--- src/fwrf_pkg.sv ---
`timescale 1ns / 1ps
// types, constants and helpers shared by the radix formatter
// no dependencies

package fwrf_pkg;

  localparam int NUMBER_WIDTH = 32;
  localparam int CNT_W = $clog2(NUMBER_WIDTH);
  localparam int BIT_IDX_W = $clog2(NUMBER_WIDTH);

  localparam int DEC_MAX_DIGITS = 10;
  localparam int HEX_MAX_DIGITS = 8;
  localparam int BIN_MAX_DIGITS = 32;

  localparam logic [6:0] CH_ZERO  = 7'h30;
  localparam logic [6:0] CH_A     = 7'h41;
  localparam logic [6:0] CH_PLUS  = 7'h2B;
  localparam logic [6:0] CH_MINUS = 7'h2D;

  typedef enum logic [1:0] {
    MODE_UDEC = 2'd0,
    MODE_SDEC = 2'd1,
    MODE_HEX  = 2'd2,
    MODE_BIN  = 2'd3
  } mode_e;

  typedef enum logic [1:0] {
    ST_IDLE,
    ST_CONV,
    ST_EMIT
  } state_e;

  typedef struct packed {
    logic load;
    logic step;
  } dbl_ctrl_t;

  function automatic logic [6:0] digit_to_ascii(input logic [3:0] d);
    logic [6:0] dx;
    dx = {3'b000, d};
    if (d < 4'd10) begin
      return CH_ZERO + dx;
    end else begin
      return CH_A + dx - 7'd10;
    end
  endfunction

endpackage

--- src/fwrf_dabble.sv ---
`timescale 1ns / 1ps
// shift and add-3 binary to bcd unit, one input bit per step
// depends on fwrf_pkg

module fwrf_dabble import fwrf_pkg::*; (
  input  logic                    clk_i,
  input  logic                    rst_ni,
  input  dbl_ctrl_t               ctrl_i,
  input  logic [NUMBER_WIDTH-1:0] value_i,
  output logic [3:0]              bcd_o [DEC_MAX_DIGITS]
);

  logic [NUMBER_WIDTH-1:0] sh_q, sh_d;
  logic [3:0]              bcd_q [DEC_MAX_DIGITS];
  logic [3:0]              bcd_d [DEC_MAX_DIGITS];
  logic [3:0]              adj   [DEC_MAX_DIGITS];

  always_comb begin
    for (int k = 0; k < DEC_MAX_DIGITS; k++) begin
      adj[k] = (bcd_q[k] >= 4'd5) ? bcd_q[k] + 4'd3 : bcd_q[k];
    end
    sh_d = sh_q;
    for (int k = 0; k < DEC_MAX_DIGITS; k++) begin
      bcd_d[k] = bcd_q[k];
    end
    if (ctrl_i.load) begin
      sh_d = value_i;
      for (int k = 0; k < DEC_MAX_DIGITS; k++) begin
        bcd_d[k] = 4'd0;
      end
    end else if (ctrl_i.step) begin
      sh_d = {sh_q[NUMBER_WIDTH-2:0], 1'b0};
      // carry out of the top digit is dropped: low digits stay exact
      bcd_d[0] = {adj[0][2:0], sh_q[NUMBER_WIDTH-1]};
      for (int k = 1; k < DEC_MAX_DIGITS; k++) begin
        bcd_d[k] = {adj[k][2:0], adj[k-1][3]};
      end
    end
  end

  always_ff @(posedge clk_i or negedge rst_ni) begin
    if (!rst_ni) begin
      sh_q <= '0;
      for (int k = 0; k < DEC_MAX_DIGITS; k++) begin
        bcd_q[k] <= 4'd0;
      end
    end else begin
      sh_q <= sh_d;
      for (int k = 0; k < DEC_MAX_DIGITS; k++) begin
        bcd_q[k] <= bcd_d[k];
      end
    end
  end

  assign bcd_o = bcd_q;

endmodule

--- src/fixed_width_radix_formatter_unit.sv ---
`timescale 1ns / 1ps
// fixed-width radix formatter: number in, ascii characters out
// depends on fwrf_pkg and fwrf_dabble
//
// Usage: one transaction on the s_axis side carries a number, a mode, a digit
// count, a text line and a start column. The m_axis side then gives one
// transaction per character, most significant digit first, with tlast on the
// final character. Signed decimal puts '+' or '-' in front of the digits.
// Hex and binary modes with a nonzero count go from acceptance straight to
// emission. Decimal modes first run the shared shift/add-3 unit, one bit of the
// number per cycle, over all NUMBER_WIDTH bits before any character is formed.
// Characters then leave at one per cycle while the receiver takes them; an
// item has up to 11 characters in decimal, 8 in hex and 32 in binary.
// s_axis_tready is high only while the sequencer is idle; it rises again once
// the final character sits in the output register, even if that character
// still waits. A stalled receiver holds the output register and pauses
// emission. Reset empties the output register and returns to idle.

module fixed_width_radix_formatter_unit import fwrf_pkg::*; (
  input  logic        clk_i,
  input  logic        rst_ni,
  input  logic        s_axis_tvalid,
  output logic        s_axis_tready,
  // [1:0] command, [33:2] number, [39:34] digit_count,
  // [42:40] text_line, [47:43] start_column
  input  logic [47:0] s_axis_tdata,
  output logic        m_axis_tvalid,
  input  logic        m_axis_tready,
  // [6:0] character, [9:7] out_line, [15:10] out_column
  output logic [15:0] m_axis_tdata,
  output logic        m_axis_tlast
);

  state_e state_q, state_d;

  mode_e                   mode_q, mode_d;
  logic                    neg_q, neg_d;
  logic [NUMBER_WIDTH-1:0] val_q, val_d;
  logic [5:0]              count_q, count_d;
  logic [5:0]              total_q, total_d;
  logic [2:0]              line_q, line_d;
  logic [4:0]              col_q, col_d;
  logic [5:0]              e_q, e_d;
  logic [CNT_W-1:0]        cnt_q, cnt_d;

  logic       ov_q, ov_d;
  logic [6:0] och_q, och_d;
  logic [2:0] oline_q, oline_d;
  logic [5:0] ocol_q, ocol_d;
  logic       olast_q, olast_d;

  dbl_ctrl_t  dctrl;
  logic [3:0] bcd [DEC_MAX_DIGITS];

  // input fields
  mode_e                   in_mode;
  logic [NUMBER_WIDTH-1:0] in_val;
  logic [5:0]              in_cnt;
  logic [5:0]              in_max;
  logic [5:0]              in_clamped;
  logic                    in_neg;
  logic                    in_sgn;

  logic       accept;
  logic       out_free;
  logic       sgn;
  logic [5:0] pos;
  logic [3:0] digit;
  logic [6:0] ch;
  logic       is_last;

  fwrf_dabble u_dabble (
    .clk_i   (clk_i),
    .rst_ni  (rst_ni),
    .ctrl_i  (dctrl),
    .value_i (val_d),
    .bcd_o   (bcd)
  );

  always_comb begin
    in_mode = mode_e'(s_axis_tdata[1:0]);
    in_val  = NUMBER_WIDTH'(s_axis_tdata[33:2]);
    in_cnt  = s_axis_tdata[39:34];
    unique case (in_mode)
      MODE_HEX: in_max = 6'(HEX_MAX_DIGITS);
      MODE_BIN: in_max = 6'(BIN_MAX_DIGITS);
      default:  in_max = 6'(DEC_MAX_DIGITS);
    endcase
    in_clamped = (in_cnt > in_max) ? in_max : in_cnt;
    in_sgn     = (in_mode == MODE_SDEC);
    in_neg     = in_sgn && in_val[NUMBER_WIDTH-1];
  end

  // character selection for the current emit index
  always_comb begin
    sgn     = (mode_q == MODE_SDEC);
    pos     = count_q + {5'b0, sgn} - 6'd1 - e_q;
    is_last = (e_q == total_q - 6'd1);
    unique case (mode_q)
      MODE_HEX: digit = val_q[{pos[2:0], 2'b00} +: 4];
      MODE_BIN: digit = {3'b000, val_q[pos[BIT_IDX_W-1:0]]};
      default:  digit = bcd[pos[3:0]];
    endcase
    if (sgn && (e_q == 6'd0)) begin
      ch = neg_q ? CH_MINUS : CH_PLUS;
    end else begin
      ch = digit_to_ascii(digit);
    end
  end

  assign s_axis_tready = (state_q == ST_IDLE);
  assign accept        = s_axis_tvalid && s_axis_tready;
  assign out_free      = !ov_q || m_axis_tready;

  always_comb begin
    state_d = state_q;
    mode_d  = mode_q;
    neg_d   = neg_q;
    val_d   = val_q;
    count_d = count_q;
    total_d = total_q;
    line_d  = line_q;
    col_d   = col_q;
    e_d     = e_q;
    cnt_d   = cnt_q;
    ov_d    = ov_q && !m_axis_tready;
    och_d   = och_q;
    oline_d = oline_q;
    ocol_d  = ocol_q;
    olast_d = olast_q;
    dctrl   = '0;

    unique case (state_q)
      ST_IDLE: begin
        if (accept) begin
          mode_d  = in_mode;
          neg_d   = in_neg;
          val_d   = in_neg ? (NUMBER_WIDTH'(0) - in_val) : in_val;
          count_d = in_clamped;
          total_d = in_clamped + {5'b0, in_sgn};
          line_d  = s_axis_tdata[42:40];
          col_d   = s_axis_tdata[47:43];
          e_d     = 6'd0;
          cnt_d   = '0;
          if (in_mode == MODE_UDEC || in_mode == MODE_SDEC) begin
            dctrl.load = 1'b1;
            state_d    = ST_CONV;
          end else if (in_clamped != 6'd0) begin
            state_d = ST_EMIT;
          end
        end
      end
      ST_CONV: begin
        dctrl.step = 1'b1;
        cnt_d      = cnt_q + 1'b1;
        if (cnt_q == CNT_W'(NUMBER_WIDTH - 1)) begin
          // unsigned decimal with a zero count gives nothing
          state_d = (total_q == 6'd0) ? ST_IDLE : ST_EMIT;
        end
      end
      ST_EMIT: begin
        if (out_free) begin
          ov_d    = 1'b1;
          och_d   = ch;
          oline_d = line_q;
          ocol_d  = {1'b0, col_q} + e_q;
          olast_d = is_last;
          e_d     = e_q + 6'd1;
          if (is_last) begin
            state_d = ST_IDLE;
          end
        end
      end
      default: state_d = ST_IDLE;
    endcase
  end

  always_ff @(posedge clk_i or negedge rst_ni) begin
    if (!rst_ni) begin
      state_q <= ST_IDLE;
      ov_q    <= 1'b0;
      e_q     <= 6'd0;
      cnt_q   <= '0;
    end else begin
      state_q <= state_d;
      ov_q    <= ov_d;
      e_q     <= e_d;
      cnt_q   <= cnt_d;
    end
  end

  always_ff @(posedge clk_i) begin
    mode_q  <= mode_d;
    neg_q   <= neg_d;
    val_q   <= val_d;
    count_q <= count_d;
    total_q <= total_d;
    line_q  <= line_d;
    col_q   <= col_d;
    och_q   <= och_d;
    oline_q <= oline_d;
    ocol_q  <= ocol_d;
    olast_q <= olast_d;
  end

  assign m_axis_tvalid = ov_q;
  assign m_axis_tdata  = {ocol_q, oline_q, och_q};
  assign m_axis_tlast  = olast_q;

endmodule
--- config.mk ---
export PLATFORM = sky130hd
export DESIGN_NAME = fixed_width_radix_formatter_unit
export DESIGN_NICKNAME = d
export VERILOG_FILES = /design/src/fwrf_pkg.sv /design/src/fwrf_dabble.sv /design/src/fixed_width_radix_formatter_unit.sv
export SDC_FILE = /design/constraint.sdc
export NUM_CORES = 1
export LEC_CHECK = 0
export BUFFER_PORTS_ARGS = -buffer_cell sky130_fd_sc_hd__buf_2
export CORE_MARGIN = 3
export CORE_UTILIZATION = 45
export DETAILED_ROUTE_END_ITERATION = 8
export SETUP_SLACK_MARGIN = 0.05
export SKIP_LAST_GASP = 1
export SLEW_MARGIN = 20
export SYNTH_ARGS = -nofsm -noshare
export SYNTH_HDL_FRONTEND = slang
export SYNTH_HIERARCHICAL = 1
export SYNTH_SLANG_ARGS = --single-unit
--- constraint.sdc ---
create_clock -name clk_i -period 6.53 [get_ports clk_i]
set_input_delay 0.3265 -clock clk_i [delete_from_list [all_inputs] [get_ports clk_i]]
set_output_delay 0.3265 -clock clk_i [all_outputs]
set_load 0.01 [all_outputs]
### Word level (Yosys, flattened, before mapping)

Cells that the tools add are included.

* equal/unequal tests: 15
* add/sub/neg operators: 22
* shift operators: 1
* bitwise operators: 1
* multiplexer cells: 47
* order comparisons: 14
* reductions and logical operators: 21

Operator list (count)
* 32-bit 2-to-1 mux: 5
* 40-bit 2-to-1 mux: 2
* 4-bit 2-to-1 mux: 11
* 4-bit by 3-bit greater-or-equal comparator with 1-bit output (second input constant): 10
* 4-bit by 2-bit adder with 4-bit output (second input constant): 9
* 32-bit by 6-bit variable part select with 4-bit output: 1
* 1-bit by 32-bit subtractor with 32-bit output (first input constant): 1
* 6-bit one-hot mux with 2 select lines: 2
* 6-bit 2-to-1 mux: 3
* 4-bit binary-select mux with 4-bit select: 1
* 2-bit 2-to-1 mux: 7
* 7-bit 2-to-1 mux: 2
* 6-bit zero test: 2
* 2-bit equality test (second input constant): 5
* 5-bit one-hot mux with 2 select lines: 1
* 4-bit one-hot mux with 2 select lines: 1
* 6-bit by 4-bit adder with 7-bit output (first input constant): 1
* 7-bit by 4-bit adder with 7-bit output (first input constant): 1
* 1-bit 2-to-1 mux: 7
* 7-bit by 4-bit subtractor with 7-bit output (second input constant): 1
* 5-bit by 6-bit adder with 6-bit output: 1
* 6-bit by 1-bit adder with 6-bit output: 1
* 6-bit by 1-bit adder with 6-bit output (second input constant): 1
* 2-bit by 1-bit equality test with 1-bit output (second input constant): 3
* 29 further kinds: 42

* output and inout port bits: 19
* input bits: 52
* bits in registers: 157

### Longest topological paths before layout

* depth in word-level cells: 13
* depth in mapped cells: 15
* depth with buffers taken out: 13

### Modules after synthesis

Netlist, hierarchy kept.

By module, submodules not included
* fixed_width_radix_formatter_unit: area an instance 5251.3 µm², instances 1, seq. area each 2162.1 µm², cells an instance 511
* fwrf_dabble: area an instance 3996.3 µm², instances 1, seq. area each 1801.7 µm², cells an instance 416

### Least setup slack after synthesis

OpenSTA, ideal clock, no wires.

* kind: register to register
* from: register e_q[0]
* to: register och_q[2] (data pin)
* setup time: 0.265 ns
* stages on the path, launching flop included: 15
* data required time: 6.265 ns
* arrival time: 3.565 ns
* clock period less this slack: 3.829 ns
* setup slack: 2.701 ns
* path buffers: 2
* cell sequence: dfrtp_1 -> inv_1 -> fa_1 -> fa_1 -> clkbuf_1 -> clkbuf_1 -> mux4_2 -> mux2i_1 -> mux2i_1 -> mux2_2 -> a31oi_1 -> ha_1 -> nand2_1 -> mux2_2 -> o21ai_0

* word-level cells in the longest chain between the ends: 10
* elaborated cells on any way between the ends: 17
* classes of those cells: add/sub (4); order compare (1); shift (1); mux (8); bitwise (1); reduce/logical (2)

RTL lines
* from (decl): line fixed_width_radix_formatter_unit.sv:43 `logic [5:0] e_q, e_d;`
* from (signal assigned): line fixed_width_radix_formatter_unit.sv:182 `e_q <= 6'd0;`
* from (signal assigned): line fixed_width_radix_formatter_unit.sv:187 `e_q <= e_d;`
* 5-bit subtractor: line fixed_width_radix_formatter_unit.sv:97 `pos = count_q + {5'b0, sgn} - 6'd1 - e_q;`
* 4-bit inverter with 5-bit output (not written as such): line fixed_width_radix_formatter_unit.sv:102 `default: digit = bcd[pos[3:0]];`
* 4-bit binary-select mux with 4-bit select: line fixed_width_radix_formatter_unit.sv:102
* 4-bit 2-to-1 mux (not written as such) (2 in a row): line fixed_width_radix_formatter_unit.sv:102
* 4-bit one-hot mux with 2 select lines: line fixed_width_radix_formatter_unit.sv:99 `unique case (mode_q)`
* 7-bit by 4-bit adder with 7-bit output: line fwrf_pkg.sv:44 `return CH_A + dx - 7'd10;`
* 7-bit by 4-bit subtractor with 7-bit output: line fwrf_pkg.sv:44
* 7-bit 2-to-1 mux: line fwrf_pkg.sv:41 `if (d < 4'd10) begin`
* 7-bit 2-to-1 mux *: line fixed_width_radix_formatter_unit.sv:104 `if (sgn && (e_q == 6'd0)) begin`
* via ch[2]: line fixed_width_radix_formatter_unit.sv:69 `logic [6:0] ch;`
* to (signal assigned): line fixed_width_radix_formatter_unit.sv:200 `och_q <= och_d;`
* to (decl): line fixed_width_radix_formatter_unit.sv:47 `logic [6:0] och_q, och_d;`

The timed path passes the listed nets; every way through them passes the cells marked *. The select of a mux whose other input is x is not followed.
A chain may end at the register's enable or synchronous reset.

### Final worst setup path

Ends and elaborated chain as after synthesis.

==> summary.txt <==
Clk sink count: 157
PostCTS Resize Cnt: 0
Adder-cell share of the synthesized area: 6.20%
Pin count of the biggest net entering global routing: 69
RSZ-0062 raised after global routing: false
Initial DRC Count: 368
Root Driver: clkbuf_16
Worst Path Class, Setup: reg2reg
Clock Latency Late Sink: 430 ps
Maximum vdd drop: 0.000195 V
Final setup vio count: 0
Compound-Gate Fraction of Synth Area: 14.6%
Worst flop-to-flop path startpoint: e_q[0]
Max frequency: 233 MHz
Critical path endpoint category: flip-flop
Clock transition at the registers of the reported paths: 70 ps
EDFF count, synth: 39
Clock power frac: 21.1%
Routed vias: 6,932
Fin nets: 1,075
Ranking of synthesized cells by area: dfrtp_1 (23%), edfxtp_1 (13%), dfxtp_1 (6.9%)
Largest family of logic cells by synthesized area: compound AO/OA/AOI/OAI gates
Core box area: 19,800 sq um
TritonCTS clock tree: yes
Placer Congestion: 0.841
Max-slew violations: 0
Drt pass-1 iters: 5
Crit path max fanout: 26
Final ANT Viol Nets: 0
Die X: 149 microns
Final hold vios: 0
Synth unique cells: 62
Die Y: 149 microns
Routed WL: 20.7 mm
Slew @ Worst Pin: 1050 ps
# DRC: 0
First-pass GRT wire length: 34.1 mm
Worst path required time: 6700 ps
Post-Synth XOR/XNOR Area: 5.40%
Worst Setup SP: e_q[0]
Pwr/cell area: 456 nW/um^2
Status: completed
Total track usage: 19.2%
Ys Warns: 6
Largest area contributor in the netlist: dfrtp_1
Syn nets: 1,023
Synthesized area: 9250 sq um
Internal Power: 2880 uW
Mux share of post-synthesis cell area: 12.0%
Share of cells above drive strength 1: 15.6%
GRT Residual Overflow: 0
HPWL after DPL: 14.9 mm
Startpoint Class: flip-flop
Final core occ: 52.4%
Cells after synthesis: 927
Yosys reg bits: 157
Post-layout min period: 4280 ps
ANT cells: 0
Synth Area in Simple Gates: 14.3%
Switch share: 39.2%
Number of max-cap violations: 0
Max_slew headroom: 29.9%
NetSw: 1860 uW
WL per Instance: 16.4 microns
Reg-to-reg slack, setup: 2250 ps
FILL cells: 1,827
Commonest non-fill, non-tap cell in the layout: o21ai_0
Seq pwr share: 36.6%
I/O pins: 71
Via density: 5.51
Hold path start: s_axis_tdata[47]
Antenna violations before repair: 0
Setup TNS: 0 ps
Clock Path Buffers: 2
Worst Hold Class: in2reg
Total CTS buffers: 17
Comb power frac: 42.3%
Seq/Total Area, Yosys: 42.9%
Period Utilization, post-route: 65.6%
Critical Path AT: 4450 ps
Htree depth: 4
Clock skew: 10.4 ps
Post-synth top area share: 23.3%
Starting Density: 46.6%
Area growth from synthesis to layout: 12.4%
Prevailing post-synth register cell: dfrtp_1
Syn_area_per_cell: 9.98 sq um
Vias in the first global route: 6,497
I/O Buffers: 70
Most frequent cells in the layout: o21ai_0 (95), nand2_1 (92), dfrtp_1 (86)
Die footprint: 22,300 sq um
FFs w/ async S/R, synth: 54.8%
Leak Pwr: 0.00419 uW
Row Count: 51
==> worst paths after layout <==
kind	endpoint	cells past startpoint
setup / recovery	och_q[2]	12
hold / removal	col_q[4]	1
setup reg to reg	och_q[2]	12
hold reg to reg	oline_q[2]	0
max in group asynchronous	u_dabble/sh_q[14]	3
min in group asynchronous	e_q[2]	2
==> routing by layer <==
layer  vias to the layer above  global-route usage (%)  routed length [microns]
li1                       3461                       -                        -
met1                      3311                    28.1                    10400
met2                       140                    29.3                     9300
met3                        20                    4.04                      739
met4                         0                    4.71                      251
met5                         -                       0                        0
==> registers in the layout (all words and copies together) (netlist names), 2 cells and up <==
| name | flops |
|---|---|
| col_q | 5 |
| och_q | 7 |
| e_q | 6 |
| u_dabble/sh_q | 32 |
| total_q | 6 |
| line_q | 3 |
| mode_q | 2 |
| oline_q | 3 |
| state_q | 2 |
| val_q | 32 |
| count_q | 5 |
| cnt_q | 5 |
| ocol_q | 6 |
| u_dabble/bcd_o | 40 |
==> cells in the mapped netlist (15+ instances only) <==
cell type  number
o21ai_0        95
nand2_1        93
dfrtp_1        86
a21oi_1        54
inv_1          53
mux2i_1        51
nor2_1         50
ha_1           41
edfxtp_1       39
xnor2_1        34
dfxtp_1        32
clkbuf_1       25
mux4_2         24
nand3_1        24
xor2_1         23
nand2b_1       19
buf_2          15
==> timing repair <==
item	CTS	global route
endpoints found under the setup margin	0	0
hold buffers	1	0
endpoints found under the hold margin	31	0
setup buffers	0	0
==> critical path, stage by stage (launching register included) <==
cell and delay (ps):
dfrtp_1 460, inv_1 120, fa_2 380, fa_1 1190, mux4_2 420, mux2i_1 150
mux2i_1 100, mux2_2 280, a31oi_1 320, ha_1 250, nand2_1 60, mux2_2 230
o21ai_0 60
==> power groups by stage <==
stage | Sequential (uW) | Combinational, uW | Clock, uW
floorplan | 1630 | 1610 | 0
global placement | 1760 | 1960 | 0
detailed placement | 1750 | 2010 | 0
CTS | 1740 | 2020 | 1020
global route | 1780 | 2260 | 1070
finish | 1740 | 2000 | 1000
==> cell families (layout without fill, tap and decap cells) <==
family / after synthesis / in the layout
and+or+nand+nor: 260 / 260
AOI/OAI and AO/OA: 229 / 229
DFF: 157 / 157
buffers and inverters: 100 / 165
muxes: 80 / 80
xor gates and xnor gates: 57 / 57
adders and majority gates: 44 / 44
==> cell type report <==
type,count,area [sq um],area share [%]
clock inverters,13,139,1.34
flip-flops and latches,157,3960,38.1
repair buffers,79,423,4.07
well taps,265,332,3.19
clock buffers,19,464,4.47
multi-input cells,670,4870,46.8
inverters,54,204,1.96
==> per-stage QoR <==
step / hold WS (ps) / std cells / area, sq um / worst slack [ps] / power [uW]
floorplan: 30.9 / 927 / 9250 / 2700 / 3240
global placement: 318 / 1224 / 9780 / 2340 / 3720
detailed placement: 314 / 1224 / 9780 / 2210 / 3770
CTS: 48.5 / 1257 / 10400 / 2190 / 4780
global route: 45.6 / 1257 / 10400 / 1900 / 5110
finish: 69.7 / 1257 / 10400 / 2250 / 4740
Power figures use the tool's default switching activity.
